===== config.mk =====
export PLATFORM = sky130hd
export DESIGN_NAME = linked_list_set_table
export DESIGN_NICKNAME = d
export VERILOG_FILES = /design/src/hdl/lls_pkg.sv /design/src/hdl/lls_node_mem.sv /design/src/hdl/linked_list_set_table.sv
export SDC_FILE = /design/constraint.sdc
export NUM_CORES = 1
export LEC_CHECK = 0
export BUFFER_PORTS_ARGS = -buffer_cell sky130_fd_sc_hd__buf_4
export CAP_MARGIN = 20
export CELL_PAD_IN_SITES_DETAIL_PLACEMENT = 2
export CELL_PAD_IN_SITES_GLOBAL_PLACEMENT = 2
export CORE_AREA = 5 5 244 246
export CTS_BUF_LIST = sky130_fd_sc_hd__clkbuf_16
export CTS_CLUSTER_DIAMETER = 80
export DETAILED_ROUTE_END_ITERATION = 8
export DIE_AREA = 0 0 249 251
export GPL_TIMING_DRIVEN = 1
export PLACE_DENSITY_LB_ADDON = 0.2
export SYNTH_ARGS = -nofsm -noshare
export SYNTH_HDL_FRONTEND = slang
export SYNTH_SLANG_ARGS = --single-unit

===== constraint.sdc =====
create_clock -name clk -period 12.47 [get_ports clk]
set_input_delay 2.494 -clock clk [delete_from_list [all_inputs] [get_ports clk]]
set_output_delay 2.494 -clock clk [all_outputs]
set_load 0.01 [all_outputs]

===== src/hdl/lls_pkg.sv =====
// Shared types and constants for the linked-list set table.
package lls_pkg;

    localparam int CAPACITY_DEF   = 16;
    localparam int ELEM_WIDTH_DEF = 32;
    localparam int VALUE_W        = 32;
    localparam int CMD_W          = 2;
    localparam int STATUS_W       = 2;

    localparam logic [CMD_W-1:0] CMD_ADD    = 2'd0;
    localparam logic [CMD_W-1:0] CMD_REMOVE = 2'd1;

    localparam logic [STATUS_W-1:0] ST_DONE = 2'd0;
    localparam logic [STATUS_W-1:0] ST_MISS = 2'd1;
    localparam logic [STATUS_W-1:0] ST_FULL = 2'd2;

    typedef enum logic [2:0] {
        S_IDLE,
        S_WALK,
        S_DECIDE,
        S_ADD,
        S_REM
    } state_t;

    typedef struct packed {
        logic we_value;
        logic we_next;
        logic rd_en;
    } mem_ctl_t;

endpackage


===== src/hdl/lls_node_mem.sv =====
// Node store: element value and next link per node, one write and one registered read port.
module lls_node_mem #(
    parameter int DEPTH   = lls_pkg::CAPACITY_DEF,
    parameter int VALUE_W = lls_pkg::VALUE_W,
    parameter int INDEX_W = $clog2(lls_pkg::CAPACITY_DEF + 1)
) (
    input  logic                     clk,
    input  lls_pkg::mem_ctl_t        ctl,
    input  logic [$clog2(DEPTH)-1:0] wr_addr,
    input  logic [VALUE_W-1:0]       wr_value,
    input  logic [INDEX_W-1:0]       wr_next,
    input  logic [$clog2(DEPTH)-1:0] rd_addr,
    output logic [VALUE_W-1:0]       rd_value,
    output logic [INDEX_W-1:0]       rd_next
);
    import lls_pkg::*;

    logic [VALUE_W-1:0] value_mem [DEPTH];
    logic [INDEX_W-1:0] next_mem  [DEPTH];
    logic [VALUE_W-1:0] rd_value_reg;
    logic [INDEX_W-1:0] rd_next_reg;

    always_ff @(posedge clk)
    begin
        if (ctl.we_value)
        begin
            value_mem[wr_addr] <= wr_value;
        end
        if (ctl.we_next)
        begin
            next_mem[wr_addr] <= wr_next;
        end
        if (ctl.rd_en)
        begin
            rd_value_reg <= value_mem[rd_addr];
            rd_next_reg  <= next_mem[rd_addr];
        end
    end

    assign rd_value = rd_value_reg;
    assign rd_next  = rd_next_reg;

endmodule


===== src/hdl/linked_list_set_table.sv =====
// Set of distinct values kept as a singly linked list over a fixed node table.
//
// Command channel: cmd and value are taken at a clock edge where start is
// high and busy is low. cmd: add, remove, search (code 3 acts as search).
// Result channel: done pulses for one cycle with status (done or found,
// duplicate or absent, full), count after the command and is_empty.
// The receiver cannot stall; each item gives exactly one result.
// Flow: an item walks the list node by node (up to its whole length, less
// on an early match; not at all when empty), then passes the decide state
// and, for a change, the add or remove state. busy drops as done rises, so
// the next item may be taken in the cycle done is high. The list walk
// reads one node per cycle from the node memory, which sets the rate.
// Reset: the set is empty, the free chain runs over all nodes in order.
// Untouched nodes are tracked by a fill count, so no clearing pass runs
// and the first item is taken right after reset.
module linked_list_set_table #(
    parameter int CAPACITY   = lls_pkg::CAPACITY_DEF,
    parameter int ELEM_WIDTH = lls_pkg::ELEM_WIDTH_DEF
) (
    input  logic                                clk,
    input  logic                                rst_n,
    input  logic                                start,
    output logic                                busy,
    input  logic [lls_pkg::CMD_W-1:0]           cmd,
    input  logic signed [lls_pkg::VALUE_W-1:0]  value,
    output logic                                done,
    output logic [lls_pkg::STATUS_W-1:0]        status,
    output logic [$clog2(CAPACITY+1)-1:0]       count,
    output logic                                is_empty
);
    import lls_pkg::*;

    localparam int IW = $clog2(CAPACITY + 1);
    localparam int AW = $clog2(CAPACITY);
    localparam int VW = (ELEM_WIDTH < VALUE_W) ? ELEM_WIDTH : VALUE_W;
    localparam logic [IW-1:0] NIL = IW'(CAPACITY);

    state_t               state_reg, state_next;
    logic [CMD_W-1:0]     cmd_reg, cmd_next;
    logic [VW-1:0]        val_reg, val_next;
    logic [IW-1:0]        cur_reg, cur_next;
    logic [IW-1:0]        prev_reg, prev_next;
    logic [IW-1:0]        succ_reg, succ_next;
    logic                 found_reg, found_next;
    logic [IW-1:0]        head_reg, head_next;
    logic [IW-1:0]        tail_reg, tail_next;
    logic [IW-1:0]        free_reg, free_next;
    logic [IW-1:0]        fill_reg, fill_next;
    logic [IW-1:0]        count_reg, count_next;
    logic                 done_reg, done_next;
    logic [STATUS_W-1:0]  status_reg, status_next;

    mem_ctl_t             mem_ctl;
    logic [IW-1:0]        wr_idx;
    logic [VW-1:0]        wr_value;
    logic [IW-1:0]        wr_next;
    logic [IW-1:0]        rd_idx;
    logic [VW-1:0]        rd_value;
    logic [IW-1:0]        rd_next;

    lls_node_mem #(
        .DEPTH   (CAPACITY),
        .VALUE_W (VW),
        .INDEX_W (IW)
    ) u_node_mem (
        .clk      (clk),
        .ctl      (mem_ctl),
        .wr_addr  (wr_idx[AW-1:0]),
        .wr_value (wr_value),
        .wr_next  (wr_next),
        .rd_addr  (rd_idx[AW-1:0]),
        .rd_value (rd_value),
        .rd_next  (rd_next)
    );

    always_ff @(posedge clk or negedge rst_n)
    begin
        if (!rst_n)
        begin
            state_reg  <= S_IDLE;
            head_reg   <= NIL;
            tail_reg   <= NIL;
            free_reg   <= '0;
            fill_reg   <= '0;
            count_reg  <= '0;
            done_reg   <= 1'b0;
            found_reg  <= 1'b0;
        end
        else
        begin
            state_reg  <= state_next;
            head_reg   <= head_next;
            tail_reg   <= tail_next;
            free_reg   <= free_next;
            fill_reg   <= fill_next;
            count_reg  <= count_next;
            done_reg   <= done_next;
            found_reg  <= found_next;
        end
    end

    always_ff @(posedge clk)
    begin
        cmd_reg    <= cmd_next;
        val_reg    <= val_next;
        cur_reg    <= cur_next;
        prev_reg   <= prev_next;
        succ_reg   <= succ_next;
        status_reg <= status_next;
    end

    always_comb
    begin
        state_next  = state_reg;
        cmd_next    = cmd_reg;
        val_next    = val_reg;
        cur_next    = cur_reg;
        prev_next   = prev_reg;
        succ_next   = succ_reg;
        found_next  = found_reg;
        head_next   = head_reg;
        tail_next   = tail_reg;
        free_next   = free_reg;
        fill_next   = fill_reg;
        count_next  = count_reg;
        done_next   = 1'b0;
        status_next = status_reg;
        mem_ctl     = '0;
        wr_idx      = cur_reg;
        wr_value    = val_reg;
        wr_next     = NIL;
        rd_idx      = head_reg;

        unique case (state_reg)
            S_IDLE:
            begin
                if (start)
                begin
                    cmd_next   = cmd;
                    val_next   = value[VW-1:0];
                    cur_next   = head_reg;
                    prev_next  = NIL;
                    found_next = 1'b0;
                    if (head_reg != NIL)
                    begin
                        mem_ctl.rd_en = 1'b1;
                        rd_idx        = head_reg;
                        state_next    = S_WALK;
                    end
                    else
                    begin
                        state_next = S_DECIDE;
                    end
                end
            end

            S_WALK:
            begin
                if (rd_value == val_reg)
                begin
                    found_next = 1'b1;
                    succ_next  = rd_next;
                    state_next = S_DECIDE;
                end
                else if (rd_next == NIL)
                begin
                    state_next = S_DECIDE;
                end
                else
                begin
                    prev_next     = cur_reg;
                    cur_next      = rd_next;
                    mem_ctl.rd_en = 1'b1;
                    rd_idx        = rd_next;
                end
            end

            S_DECIDE:
            begin
                priority if (cmd_reg == CMD_ADD)
                begin
                    if (found_reg)
                    begin
                        done_next   = 1'b1;
                        status_next = ST_MISS;
                        state_next  = S_IDLE;
                    end
                    else if (count_reg == NIL || free_reg == NIL)
                    begin
                        done_next   = 1'b1;
                        status_next = ST_FULL;
                        state_next  = S_IDLE;
                    end
                    else
                    begin
                        // link old tail to the new node, fetch the free link
                        if (tail_reg != NIL)
                        begin
                            mem_ctl.we_next = 1'b1;
                            wr_idx          = tail_reg;
                            wr_next         = free_reg;
                        end
                        if (free_reg != fill_reg)
                        begin
                            mem_ctl.rd_en = 1'b1;
                            rd_idx        = free_reg;
                        end
                        state_next = S_ADD;
                    end
                end
                else if (cmd_reg == CMD_REMOVE)
                begin
                    if (!found_reg)
                    begin
                        done_next   = 1'b1;
                        status_next = ST_MISS;
                        state_next  = S_IDLE;
                    end
                    else
                    begin
                        if (prev_reg != NIL)
                        begin
                            mem_ctl.we_next = 1'b1;
                            wr_idx          = prev_reg;
                            wr_next         = succ_reg;
                        end
                        else
                        begin
                            head_next = succ_reg;
                        end
                        if (succ_reg == NIL)
                        begin
                            tail_next = prev_reg;
                        end
                        state_next = S_REM;
                    end
                end
                else
                begin
                    done_next   = 1'b1;
                    status_next = found_reg ? ST_DONE : ST_MISS;
                    state_next  = S_IDLE;
                end
            end

            S_ADD:
            begin
                mem_ctl.we_value = 1'b1;
                mem_ctl.we_next  = 1'b1;
                wr_idx           = free_reg;
                wr_value         = val_reg;
                wr_next          = NIL;
                if (free_reg == fill_reg)
                begin
                    free_next = free_reg + 1'b1;
                    fill_next = fill_reg + 1'b1;
                end
                else
                begin
                    free_next = rd_next;
                end
                if (tail_reg == NIL)
                begin
                    head_next = free_reg;
                end
                tail_next   = free_reg;
                count_next  = count_reg + 1'b1;
                done_next   = 1'b1;
                status_next = ST_DONE;
                state_next  = S_IDLE;
            end

            S_REM:
            begin
                mem_ctl.we_next = 1'b1;
                wr_idx          = cur_reg;
                wr_next         = free_reg;
                free_next       = cur_reg;
                count_next      = count_reg - 1'b1;
                done_next       = 1'b1;
                status_next     = ST_DONE;
                state_next      = S_IDLE;
            end

            default:
            begin
                state_next = S_IDLE;
            end
        endcase
    end

    assign busy     = (state_reg != S_IDLE);
    assign done     = done_reg;
    assign status   = status_reg;
    assign count    = count_reg;
    assign is_empty = (head_reg == NIL);

`ifndef NO_ASSERTIONS
    a_done_after_final: assert property (@(posedge clk) disable iff (!rst_n)
        done_reg |-> ($past(state_reg) == S_DECIDE || $past(state_reg) == S_ADD ||
                      $past(state_reg) == S_REM))
        else $error("result strobe without a finishing state");

    a_count_bound: assert property (@(posedge clk) disable iff (!rst_n)
        count_reg <= NIL)
        else $error("element count above capacity");

    // head moves in the cycle before the count drops on a remove
    a_empty_matches_count: assert property (@(posedge clk) disable iff (!rst_n)
        (state_reg != S_REM) |-> ((head_reg == NIL) == (count_reg == '0)))
        else $error("head and element count disagree");

    a_tail_with_head: assert property (@(posedge clk) disable iff (!rst_n)
        (head_reg == NIL) == (tail_reg == NIL))
        else $error("head and tail disagree on emptiness");

    a_full_only_at_capacity: assert property (@(posedge clk) disable iff (!rst_n)
        (done_reg && status_reg == ST_FULL) |-> (count_reg == NIL))
        else $error("full reported below capacity");
`endif

endmodule


[Word level (Yosys, flattened, before mapping)]
Memories as Yosys holds them, arrays and structs flattened. A register that Yosys moved wholly into a read port is not among the register bits.
Index checks and enable logic that the tools add are counted.
Cells by class
  add/sub/neg operators: 4
  eq/ne operators: 30
  mux-type cells: 91
  reductions and logical operators: 18
Operators by type and width (number)
  5-bit two-way mux: 23
  5-bit case mux with 2 select lines: 7
  4-bit two-way mux: 13
  32-bit == test: 1
  5-bit == test, second input constant: 6
  1-bit two-way mux: 24
  2-bit two-way mux: 10
  2-bit != test, second input constant: 10
  3-bit two-way mux: 6
  4-bit case mux with 2 select lines: 2
  5-bit by 1-bit adder with 5-bit output, second input constant: 3
  5-bit != test, second input constant: 3
  3-bit case mux with 3 select lines: 1
  4-bit != test, second input constant: 2
  2-bit AND reduction: 4
  2-bit nonzero test: 4
  3-bit by 2-bit == test with 1-bit output, second input constant: 2
  1-bit case mux with 2 select lines: 3
  3-bit AND reduction: 2
  6-bit AND reduction: 1
  5-bit == test: 1
  5-bit != test: 1
  5-bit AND reduction: 1
  5-bit by 1-bit subtractor with 5-bit output, second input constant: 1
  12 further kinds: 12
Word-level totals
  flip-flop bits (word level): 81
  memory bits (writable): 592
  input port bits: 37
  output and inout port bits: 10
  word-level logic and storage cells: 159
  memories kept: 2
Memory list
  u_node_mem.value_mem: words 16, bits a word 32, rd ports 1, clocked after Yosys merged registers in 1, wr ports 1, RTL line lls_node_mem.sv:18  | logic [VALUE_W-1:0] value_mem [DEPTH];
  u_node_mem.next_mem: words 16, bits a word 5, rd ports 1, clocked after Yosys merged registers in 1, wr ports 1, RTL line lls_node_mem.sv:19  | logic [INDEX_W-1:0] next_mem [DEPTH];

[Depth between registers and ports, before layout]
Gate-level depths: netlist of the first run.
  depth after elaboration: 8
  depth in mapped cells: 16
  depth with buffers taken out: 11

[Modules after synthesis]
Synthesis of the first run repeated with hierarchy kept, for this count alone.
Second synthesis, totals
  cells, all modules: 1344
  area, all modules: 27656.5 um^2
By module, submodules not included
  lls_node_mem: instances 1, cells an instance 988, area an instance 23412.5 um^2, seq. area each 18888.1 um^2
  linked_list_set_table: instances 1, cells an instance 356, area an instance 4244.1 um^2, seq. area each 2284.7 um^2

[Least setup slack after synthesis of the first run]
No wires, ideal clock.
  path type: register to register
  start: register free_reg[1]
  end: memory u_node_mem.value_mem[11][0], enable pin
  setup time: 0.501 ns
  arrival: 5.435 ns
  required time: 11.969 ns
  path slack: 6.534 ns
  stages on the path, launching flop included: 13
  buffers on the path: 2
  period minus slack after synthesis: 5.936 ns
  path through: dfrtp_1 > clkbuf_1 > inv_1 > ha_1 > nor4bb_2 > a211oi_2 > a22oi_1 > a211oi_1 > a21oi_1 > o21a_1 > or2_2 > clkbuf_1 > nor4_1
Between the ends
  word-level cells in the longest chain between the ends: 6
Ends and longest elaborated chain
  from (decl): RTL line linked_list_set_table.sv:47  | logic [IW-1:0] free_reg, free_next;
  from (signal assigned): RTL line linked_list_set_table.sv:94  | free_reg <= free_next;
  5-bit == test: RTL line linked_list_set_table.sv:188  | else if (count_reg == NIL || free_reg == NIL)
  1-bit logical OR: RTL line linked_list_set_table.sv:188
  4-bit two-way mux: RTL line linked_list_set_table.sv:188
  4-bit two-way mux: RTL line linked_list_set_table.sv:182  | if (found_reg)
  4-bit two-way mux: RTL line linked_list_set_table.sv:180  | priority if (cmd_reg == CMD_ADD)
  4-bit case mux with 2 select lines *: RTL line linked_list_set_table.sv:134  | unique case (state_reg)
  to (decl): RTL line lls_node_mem.sv:18
Mark *: on every way between the ends. The rest lies on a longest branch, timed or not.

[Final worst setup path of the first run]
  start: register val_reg[6]
  end: register u_node_mem.rd_value_reg[11] (netlist: u_node_mem.rd_value[11]) (read register of u_node_mem.value_mem) (data pin)
Between the ends
  word-level cells in the longest chain between the ends: 3
  elaborated cells on any way between the ends: 5
  classes of those cells: eq/ne (1); mux (4)
Ends and longest elaborated chain
  from (decl): RTL line linked_list_set_table.sv:40  | logic [VW-1:0] val_reg, val_next;
  from (signal assigned): RTL line linked_list_set_table.sv:105  | val_reg <= val_next;
  32-bit == test *: RTL line linked_list_set_table.sv:159  | if (rd_value == val_reg)
  1-bit two-way mux or 4-bit two-way mux (tied branches): RTL line linked_list_set_table.sv:159
  1-bit case mux with 3 select lines or 4-bit case mux with 2 select lines (tied branches): RTL line linked_list_set_table.sv:134
  to (decl): RTL line lls_node_mem.sv:20  | logic [VALUE_W-1:0] rd_value_reg;
Marked as above.
A chain may end at the register's enable or synchronous reset.

==> results.txt, run 1 <==
io pins - 47
CTS tree - done
Top FF cell, synth - edfxtp_1
die width - 249 um
Cell Pwr Density - 251 nW/um2
maximum vdd drop - 198 uV
layout cells sized above 1 - 18.0%
Reg2Reg Depth - 11
CTS max path bufs - 3
max-slew violation count - 0
critical path required time - 12.84 ns
CTS root buffer - clkbuf_16
CORE AREA - 57100 um2
min Tclk post-route - 6.64 ns
final setup violation count - 0
Mapped Nets - 1849
P_leak - 10.7 nW
number of synthesized flops with an enable pin - 680
met2 WL - 48000 um
top sig layer - met5
htree depth - 3
Max transition margin - 23.2%
vias in the first global route - 19300
Syn. warnings - 0
Crit Path Max Fanout - 123
DRC violations left - 0
register area share after synthesis - 73.5%
flops & latches, synth - 710
biggest regs - u_node_mem.value_mem (512), u_node_mem.next_mem (80)
setup bufs post-CTS - 0
Via density - 6.61
Netlist cell types - 62
setup_tns - 0 ns
Crit Path Class - reg -> reg
first-pass GRT wire length - 139000 um
syn avg cell area - 16.0 um2
nets@finish - 1890
Sink Count - 710
row count - 88
IO buf count - 46
Crit. End Element - flop
Routed WL per cell - 36.1 um
Post-synth ARST share - 4.23%
vias - 17600
final hold viol count - 0
crit start category - flop
Max Freq - 151 MHz
# resized after CTS - 0
die footprint - 62500 um2
Syn-to-layout area delta - 12.1%
final period utilization - 53.3%
max reg flops - 512
Final Total Pwr - 8.10 mW
Most flops, register - u_node_mem.value_mem
Worst-Margin Slew - 1.14 ns
Worst Skew - 0.0374 ns
Worst-path clk slew - 0.06 ns
Worst Hold Depth - 1
DRT Pass-1 Iters - 5
All-Layer GR Usage - 30.5%
status - complete, no violations
post-synthesis cell count - 1805
synthesized area - 28800 um2
HP Class - reg -> reg
Starting Density - 50.4%
clk_lat worst skew - 0.65 ns
Die H - 251 um
Post-Route WL - 96500 um
critical path arrival - 7.02 ns
met3 wire length - 6290 um
clock buffer count from CTS - 76
Post-CTS Hold Buffers - 0
antenna violations before repair - 4
gr ovfl total - 0
Iteration-0 DRC Markers - 1857
post-DP HPWL - 51100 um
RSZ-0062 raised after global routing - false
largest net degree at the start of global routing - 124
MaxCap Viol Count - 0
WL met1 - 37800 um
RD Place Congestion - 0.783
Routed Antenna Nets - 0
final core occ - 56.5%
## area by class of cell
type / count / area, um2
clock inverters: 59 / 402
well taps: 765 / 957
diodes: 1 / 2.50
repair buffers: 86 / 646
multi-input cells: 962 / 7160
inverters: 10 / 37.5
clock buffers: 77 / 1930
fillers: 4862 / 24800
flip-flops and latches: 710 / 21200
## where the power goes
part / total (mW) / leakage, nW / internal, mW / switching [mW]
clock network: 2.18 / 1.22 / 1.19 / 0.986
registers: 3.27 / 6.50 / 3.00 / 0.266
logic: 2.65 / 3.01 / 0.880 / 1.77
total: 8.10 / 10.7 / 5.07 / 3.02
## Yosys cell counts, types with 13 or more instances
cell,instances,area [um2]
a211oi_1,172,1290
a21oi_1,22,110
and3_1,173,1080
and4bb_1,16,200
buf_2,32,160
buf_6,13,146
clkbuf_1,65,244
dfrtp_1,28,701
edfxtp_1,680,20400
mux2_1,16,180
mux2_2,113,1270
nand2_1,51,191
nor2_1,48,180
o21ai_0,59,295
o21ai_1,39,195
o22ai_1,59,369
xnor2_1,41,359
## critical path, stage by stage, from the launching register on
cell	delay (ns)
edfxtp_1	0.66
xnor2_1	1.02
nand4_1	0.40
nor4_2	0.52
a21oi_4	0.20
a22oi_4	0.24
buf_4	0.73
nand2_8	0.63
buf_4	0.72
mux2_1	0.49
o22ai_1	0.25
and4bb_1	0.28
## layer usage
metal,vias up,global-route usage [%]
met5,-,0
met1,9368,38.8
met4,4,12.8
met2,730,51.7
li1,7296,-
met3,244,6.08
## kinds of logic (layout without fill, tap and decap cells)
kind of cell,Yosys count,in the layout,share of synthesized area [%]
compound gates,395,395,9.22
xor+xnor,48,48,1.46
fa+ha+maj,7,7,0.330
buf+inv,133,232,2.31
flops,710,710,73.5
mux,136,136,5.28
other cells,0,1,0
simple gates,376,376,7.91
## placed cells by master (no fill, tap or decap), types with 8 or more instances in the layout
cell,Yosys,layout
clkbuf_16,0,77
clkinv_2,0,15
and2_1,9,8
nand4_1,11,11
edfxtp_1,680,680
dfrtp_1,28,28
mux2_1,16,16
o21ai_1,39,39
inv_1,8,26
nor2_4,0,10
a21o_1,10,10
nand2_1,51,50
clkinv_1,1,17
o21ai_0,59,58
xnor2_1,41,41
nor4bb_1,11,11
mux2_2,113,113
and4bb_1,16,16
nor2_1,48,39
buf_4,8,86
and3_1,173,173
a211oi_1,172,172
a21oi_1,22,22
o22ai_1,59,59
## stage by stage
stage | cells | cell area, um2 | setup slack (ns) | hold slack [ns]
6_report | 2670 | 32300 | 5.83 | 0.518
3_3_place_gp | 2533 | 30000 | 6.58 | 0.501
3_5_place_dp | 2533 | 30000 | 6.15 | 0.518
2_1_floorplan | 1805 | 28800 | 6.53 | 0.464
5_1_grt | 2669 | 32300 | 5.71 | 0.551
4_1_cts | 2669 | 32300 | 6.05 | 0.529
## final timing paths
path | from | to | slack (ns)
max in group asynchronous | rst_n | head_reg[4] | 10.32
worst max register to register | val_reg[6] | u_node_mem.rd_value[11] | 5.83
worst min-delay path | count[4] | count[4] | 0.52
min in group asynchronous | rst_n | tail_reg[1] | 1.82
worst min register to register | count[4] | count[4] | 0.52
worst max-delay path | val_reg[6] | u_node_mem.rd_value[11] | 5.83
Note: power is estimated with default switching activity, not from simulation.
==> run 2, diff against run 1 <==
--- a/config.mk
+++ b/config.mk
@@ -5,15 +5,16 @@
 export SDC_FILE = /design/constraint.sdc
 export NUM_CORES = 1
 export LEC_CHECK = 0
+export ABC_AREA = 1
 export BUFFER_PORTS_ARGS = -buffer_cell sky130_fd_sc_hd__buf_4
 export CAP_MARGIN = 20
 export CELL_PAD_IN_SITES_DETAIL_PLACEMENT = 2
 export CELL_PAD_IN_SITES_GLOBAL_PLACEMENT = 2
-export CORE_AREA = 5 5 244 246
+export CORE_AREA = 5 5 290 292
 export CTS_BUF_LIST = sky130_fd_sc_hd__clkbuf_16
 export CTS_CLUSTER_DIAMETER = 80
 export DETAILED_ROUTE_END_ITERATION = 8
-export DIE_AREA = 0 0 249 251
+export DIE_AREA = 0 0 295 297
 export GPL_TIMING_DRIVEN = 1
 export PLACE_DENSITY_LB_ADDON = 0.2
 export SYNTH_ARGS = -nofsm -noshare
==> constraint.sdc (replaced) <==
create_clock -name clk -period 5.5 [get_ports clk]
set_input_delay 1.1 -clock clk [delete_from_list [all_inputs] [get_ports clk]]
set_output_delay 1.1 -clock clk [all_outputs]
set_load 0.01 [all_outputs]
==> results.txt, run 2 <==
setup bufs post-CTS - 0 (unchanged)
Yosys top cell by area - edfxtp_1
Syn-to-layout area delta - 13.7%
Sink Count - 710 (unchanged)
Area after DPL - 33100 um2 (+11%)
Cell Pwr Density - 316 nW/um2 (+26%)
nets@finish - 2981 (+58%)
largest net degree at the start of global routing - 214 (+73%)
final period utilization - 85.5% (+32 points)
P_leak - 14.1 nW (+31%)
most common cell in the netlist - nand3_1
CTS tree - done
CORE AREA - 81300 um2 (+42%)
Finished Layout Cells - 4069 (+52%)
Netlist cell types - 43 (-31%)
vias - 21900 (+24%)
critical path arrival - 5.09 ns (-1.93 ns)
max reg flops - 512 (unchanged)
Routed WL per cell - 25.1 um (-31%)
Antenna Cells - 0 (-1)
Iteration-0 DRC Markers - 1425 (-23%)
first-pass GRT wire length - 153000 um (+10%)
flops & latches, synth - 710 (unchanged)
Syn. warnings - 0 (unchanged)
Die H - 297 um (+18%)
antenna violations before repair - 0 (-4)
Starting Density - 38.5% (-12 points)
MaxCap Viol Count - 0 (unchanged)
Post-synth top cells - nand3_1 (683), edfxtp_1 (680), nand2_1 (520), inv_1 (491), nand3b_1 (111)
io pins - 47 (unchanged)
Worst Skew - 0.0232 ns (-0.0142 ns)
biggest regs - u_node_mem.value_mem (512), u_node_mem.next_mem (80)
Crit Path Class - reg -> reg
HP Class - in -> async
Max Freq - 213 MHz (+41%)
Reg2Reg Depth - 16 (+5)
RSZ-0062 raised after global routing - false
Crit. End Element - flop
Layout fillers - 8338 (+71%)
Worst-path clk slew - 0.06 ns (about the same)
post-synthesis cell count - 2909 (+61%)
DRT Pass-1 Iters - 5 (unchanged)
status - complete, no violations
syn avg cell area - 10.8 um2 (-33%)
# resized after CTS - 0 (unchanged)
final core occ - 43.8% (-13 points)
DRC violations left - 0 (unchanged)
most frequent cells in the layout - nand3_1 (683), edfxtp_1 (680), nand2_1 (520)
final hold viol count - 0 (unchanged)
Max transition margin - 23.6% (+0.44 points)
synthesized area - 31300 um2 (+8.7%)
Final Total Pwr - 11.3 mW (+39%)
Via density - 5.39 (-18%)
IO buf count - 46 (unchanged)
min Tclk post-route - 4.70 ns (-1.94 ns)
layout cells sized above 1 - 8.70% (-9.3 points)
maximum vdd drop - 185 uV (-6.6%)
max-slew violation count - 0 (unchanged)
CTS root buffer - clkbuf_16
die width - 295 um (+18%)
row count - 105 (+19%)
placed cell count - 3922 (+55%)
Post-synth ARST share - 4.23% (unchanged)
top post-synthesis cells by area - edfxtp_1 (65%), nand3_1 (11%), nand2_1 (6.2%)
number of synthesized flops with an enable pin - 680 (unchanged)
htree depth - 3 (unchanged)
vias in the first global route - 24600 (+28%)
post-DP HPWL - 55200 um (+8.0%)
Crit Path Max Fanout - 88 (-28%)
Mapped Nets - 2953 (+60%)
area of the multi-input gates - 7820 um2 (+9.3%)
Most flops, register - u_node_mem.value_mem
RD Place Congestion - 0.793 (+1.2%)
Worst-Margin Slew - 1.15 ns (+0.00168 ns)
All-Layer GR Usage - 23.0% (-7.5 points)
storage element area - 21200 um2 (unchanged)
Routed Antenna Nets - 0 (unchanged)
crit start category - flop
cell area after layout - 35600 um2 (+10%)
final setup violation count - 0 (unchanged)
Post-CTS Hold Buffers - 0 (unchanged)
die footprint - 87600 um2 (+40%)
clock buffer count from CTS - 82 (+7.9%)
clk_lat worst skew - 0.64 ns (about the same)
gr ovfl total - 0 (unchanged)
critical path required time - 5.89 ns (-6.95 ns)
Post-Route WL - 102000 um (+5.7%)
most common cell after layout, fill and taps aside - nand3_1
Synth top area share - 65.2% (-5.7 points)
CTS max path bufs - 3 (unchanged)
register area share after synthesis - 67.6% (-5.9 points)
Top FF cell, synth - edfxtp_1
setup_tns - 0 ns (unchanged)
run 2: area by class of cell:
| type | count | area share (%) |
|---|---|---|
| Tap cell | 1070 | 3.76 |
| Clock buffer | 83 | 5.83 |
| Multi-Input combinational cell | 1544 | 22.0 |
| Sequential cell | 710 | 59.4 |
| Inverter | 495 | 5.22 |
| Timing Repair Buffer | 104 | 2.68 |
| Clock inverter | 63 | 1.13 |
run 2: worst paths after layout:
kind / from / end / slack (ns)
min: rst_n / count[1] / 0.41
max in group asynchronous: rst_n / head_reg[4] / 4.75
max reg2reg: val_reg[17] / u_node_mem.rd_value[14] / 0.80
min in group clk: fill_reg[4] / fill_reg[4] / 0.50
max: val_reg[17] / u_node_mem.rd_value[14] / 0.80
min reg2reg: fill_reg[4] / fill_reg[4] / 0.50
run 2: kinds of logic (layout without fill, tap and decap cells):
family / after synthesis / after routing / share of synthesized area, %
AOI/OAI and AO/OA: 83 / 83 / 1.60
xor gates and xnor gates: 37 / 37 / 1.03
adders and majority gates: 7 / 7 / 0.304
buffers and inverters: 655 / 745 / 8.17
DFF: 710 / 710 / 67.6
muxes: 1 / 1 / 0.0320
and+or+nand+nor: 1416 / 1416 / 21.3
run 2: through the flow:
| stage | hold WS, ns | worst slack (ns) |
|---|---|---|
| floorplan | 0.426 | 0.516 |
| global placement | 0.480 | 1.04 |
| detailed placement | 0.452 | 0.865 |
| CTS | 0.390 | 0.740 |
| global route | 0.428 | 0.540 |
| finish | 0.412 | 0.795 |
run 2: power breakdown:
group | leakage, nW | switching, mW | internal [mW] | total, mW
combinational | 6.30 | 0.147 | 0.0740 | 0.221
sequential | 6.52 | 0.0136 | 5.87 | 5.88
clock | 1.28 | 2.27 | 2.88 | 5.16
run 2: per-layer routing:
metal	track usage [%]	share of wire [%]
met5	0	0
met1	29.8	43
met4	6.74	2.6
met2	40.3	51
met3	3.09	3.6
run 2: critical path, cell delays in order (launching register included):
cell and delay [ns]:
edfxtp_1 0.78, nand2_1 0.14, nand2_1 0.12, nand2_1 0.06, nor2_1 0.25, nand2_1 0.15
nor2_1 0.48, nand2_1 0.30, nand3_1 0.31, nand3_4 0.29, nand2_8 0.59, buf_12 0.40
nand2_1 0.12, nand3_1 0.10, nand3_1 0.10, nand3_1 0.12, nand2_1 0.08
==> run 3, diff against run 2 <==
--- a/config.mk
+++ b/config.mk
@@ -6,15 +6,15 @@
 export NUM_CORES = 1
 export LEC_CHECK = 0
 export ABC_AREA = 1
-export BUFFER_PORTS_ARGS = -buffer_cell sky130_fd_sc_hd__buf_4
+export BUFFER_PORTS_ARGS = -buffer_cell sky130_fd_sc_hd__buf_2
 export CAP_MARGIN = 20
 export CELL_PAD_IN_SITES_DETAIL_PLACEMENT = 2
 export CELL_PAD_IN_SITES_GLOBAL_PLACEMENT = 2
-export CORE_AREA = 5 5 290 292
+export CORE_AREA = 5 5 334 254
 export CTS_BUF_LIST = sky130_fd_sc_hd__clkbuf_16
 export CTS_CLUSTER_DIAMETER = 80
 export DETAILED_ROUTE_END_ITERATION = 8
-export DIE_AREA = 0 0 295 297
+export DIE_AREA = 0 0 339 259
 export GPL_TIMING_DRIVEN = 1
 export PLACE_DENSITY_LB_ADDON = 0.2
 export SYNTH_ARGS = -nofsm -noshare
==> results.txt, run 3 (synthesis gave the netlist of run 2 again) <==
crit start category - flop
antenna violations before repair - 2 (+2)
Starting Density - 38.5% (-0.041 points)
vias in the first global route - 24500 (-0.24%)
max reg flops - 512 (unchanged)
biggest regs - u_node_mem.value_mem (512), u_node_mem.next_mem (80)
setup bufs post-CTS - 0 (unchanged)
Area after DPL - 33200 um2 (about the same)
CP max stage delay - 0.80 ns (+0.02 ns)
Max Freq - 208 MHz (-2.3%)
CTS tree - done
vias - 22200 (+1.1%)
most frequent cells in the layout - nand3_1 (683), edfxtp_1 (680), nand2_1 (520)
Worst-path clk slew - 0.06 ns (about the same)
Syn-to-layout area delta - 13.4%
critical path arrival - 5.20 ns (+0.11 ns)
Reg power frac - 53.0% (+0.8 points)
row count - 91 (-13%)
Most flops, register - u_node_mem.value_mem
crit-path leading delay family - simple AND/OR/NAND/NOR gates
WP buf/inv - 1 (unchanged)
clock buffer count from CTS - 76 (-7.3%)
internal power - 8.70 mW (-1.4%)
nets@finish - 2983 (+0.067%)
maximum vdd drop - 267 uV (+44%)
Post-CTS Hold Buffers - 0 (unchanged)
Slowest cell on crit path - edfxtp_1
Finished Layout Cells - 4070 (+0.025%)
Max transition margin - 26.8% (+3.2 points)
worst path cell trace - xnor2_1 > nand2_1 > nor2_1 > nand2_1 > nor2_1 > nand2_1 > nand3_1 > nand3_4 > nand2_8 > buf_12 > nand2_1 > nand3_1 > nand3_1 > nand3_1 > nand2_1
final setup violation count - 0 (unchanged)
final period utilization - 87.6% (+2.0 points)
max-slew violation count - 0 (unchanged)
RD Place Congestion - 0.818 (+3.1%)
final hold viol count - 0 (unchanged)
status - complete, no violations
die footprint - 87800 um2 (+0.21%)
setup_tns - 0 ns (unchanged)
MaxCap Viol Count - 0 (unchanged)
Worst-Margin Slew - 1.09 ns (-0.0507 ns)
Routed WL per cell - 25.9 um (+3.3%)
CTS max path bufs - 3 (unchanged)
min Tclk post-route - 4.82 ns (+0.111 ns)
Iteration-0 DRC Markers - 1603 (+12%)
Crit. End Element - flop
Layout fillers - 8325 (-0.16%)
P_leak - 14.1 nW (-0.14%)
post-DP HPWL - 58700 um (+6.3%)
Sink Count - 710 (unchanged)
DRT Pass-1 Iters - 5 (unchanged)
Crit Path Class - reg -> reg
Die H - 259 um (-13%)
gr ovfl total - 0 (unchanged)
Switching Fraction - 21.5% (-0.082 points)
critical path required time - 5.89 ns (about the same)
Gate power share - 2.0% (about the same)
RSZ-0062 raised after global routing - false
Routed Antenna Nets - 0 (unchanged)
Via density - 5.45 (+1.1%)
# resized after CTS - 0 (unchanged)
most frequent CP cell - nand2_1
largest net degree at the start of global routing - 147 (-31%)
first-pass GRT wire length - 158000 um (+2.7%)
CTS root buffer - clkbuf_16
DRC violations left - 0 (unchanged)
IO buf count - 46 (unchanged)
layout cells sized above 1 - 8.57% (-0.14 points)
clk_lat worst skew - 0.64 ns (about the same)
Hold Worst Slack - 0.491 ns (+0.0787 ns)
io pins - 47 (unchanged)
Worst Skew - 0.0245 ns (+0.00128 ns)
P_sw - 2.39 mW (-1.9%)
Post-Route WL - 105000 um (+3.3%)
HP Class - reg -> reg
die width - 339 um (+15%)
most common cell after layout, fill and taps aside - nand3_1
Clk pwr share - 45.0% (-0.8 points)
Crit Path Max Fanout - 94 (+6.8%)
Cell Pwr Density - 312 nW/um2 (-1.3%)
CORE AREA - 81400 um2 (+0.11%)
Final Total Pwr - 11.1 mW (-1.5%)
cell area after layout - 35500 um2 (-0.27%)
htree depth - 3 (unchanged)
placed cell count - 3930 (+0.20%)
All-Layer GR Usage - 23.8% (+0.82 points)
[run 3: cell types whose count changed in the layout (fill, tap and decap cells not counted), moves of 4 or more]
cell / delta
inv_1: +4
clkbuf_16: -5
clkinv_2: -6
buf_2: +46
buf_12: +7
buf_4: -45
[run 3: area by class of cell]
type / instances / area [um2] / share of cell area [%]
diodes: 1 / 2.50 / 0.00704
multi-input cells: 1544 / 7820 / 22.0
inverters: 495 / 1860 / 5.23
flip-flops and latches: 710 / 21200 / 59.6
repair buffers: 112 / 986 / 2.77
clock inverters: 61 / 404 / 1.14
well taps: 1069 / 1340 / 3.76
clock buffers: 78 / 1950 / 5.49
[run 3: routing by layer]
| layer | GRT usage, % | part of all wire (%) | vias up |
|---|---|---|---|
| met5 | 0 | 0.0085 | - |
| met4 | 5.79 | 2.2 | 2 |
| met3 | 3.38 | 4.2 | 143 |
| met2 | 40.3 | 48 | 483 |
| met1 | 32.6 | 45 | 11700 |
| li1 | - | - | 9868 |
[run 3: worst paths after layout]
check                            startpoint  slack, ns  cells past startpoint                endpoint
worst max register to register  val_reg[31]       0.68                     15  u_node_mem.rd_value[9]
min in group asynchronous             rst_n       0.56                      1            state_reg[0]
max in group asynchronous             rst_n       4.43                      1                count[4]
worst min register to register  fill_reg[4]       0.49                      1             fill_reg[4]
worst min-delay path            fill_reg[4]       0.49                      1             fill_reg[4]
worst max-delay path            val_reg[31]       0.68                     15  u_node_mem.rd_value[9]
[run 3: power groups by stage]
stage / clock network (mW) / logic, mW / registers [mW]
after detailed placement: 0 / 0.221 / 5.99
after global routing: 5.33 / 0.245 / 5.88
after CTS: 5.08 / 0.223 / 5.88
after global placement: 0 / 0.211 / 5.99
final: 4.98 / 0.222 / 5.88
after floorplan: 0 / 0.131 / 5.99
[run 3: stage by stage]
stage	util, %	worst slack, ns
6_report	43.6	0.684
4_1_cts	43.6	0.763
3_5_place_dp	40.8	0.795
2_1_floorplan	-	0.516
3_3_place_gp	40.7	0.956
5_1_grt	43.6	0.361
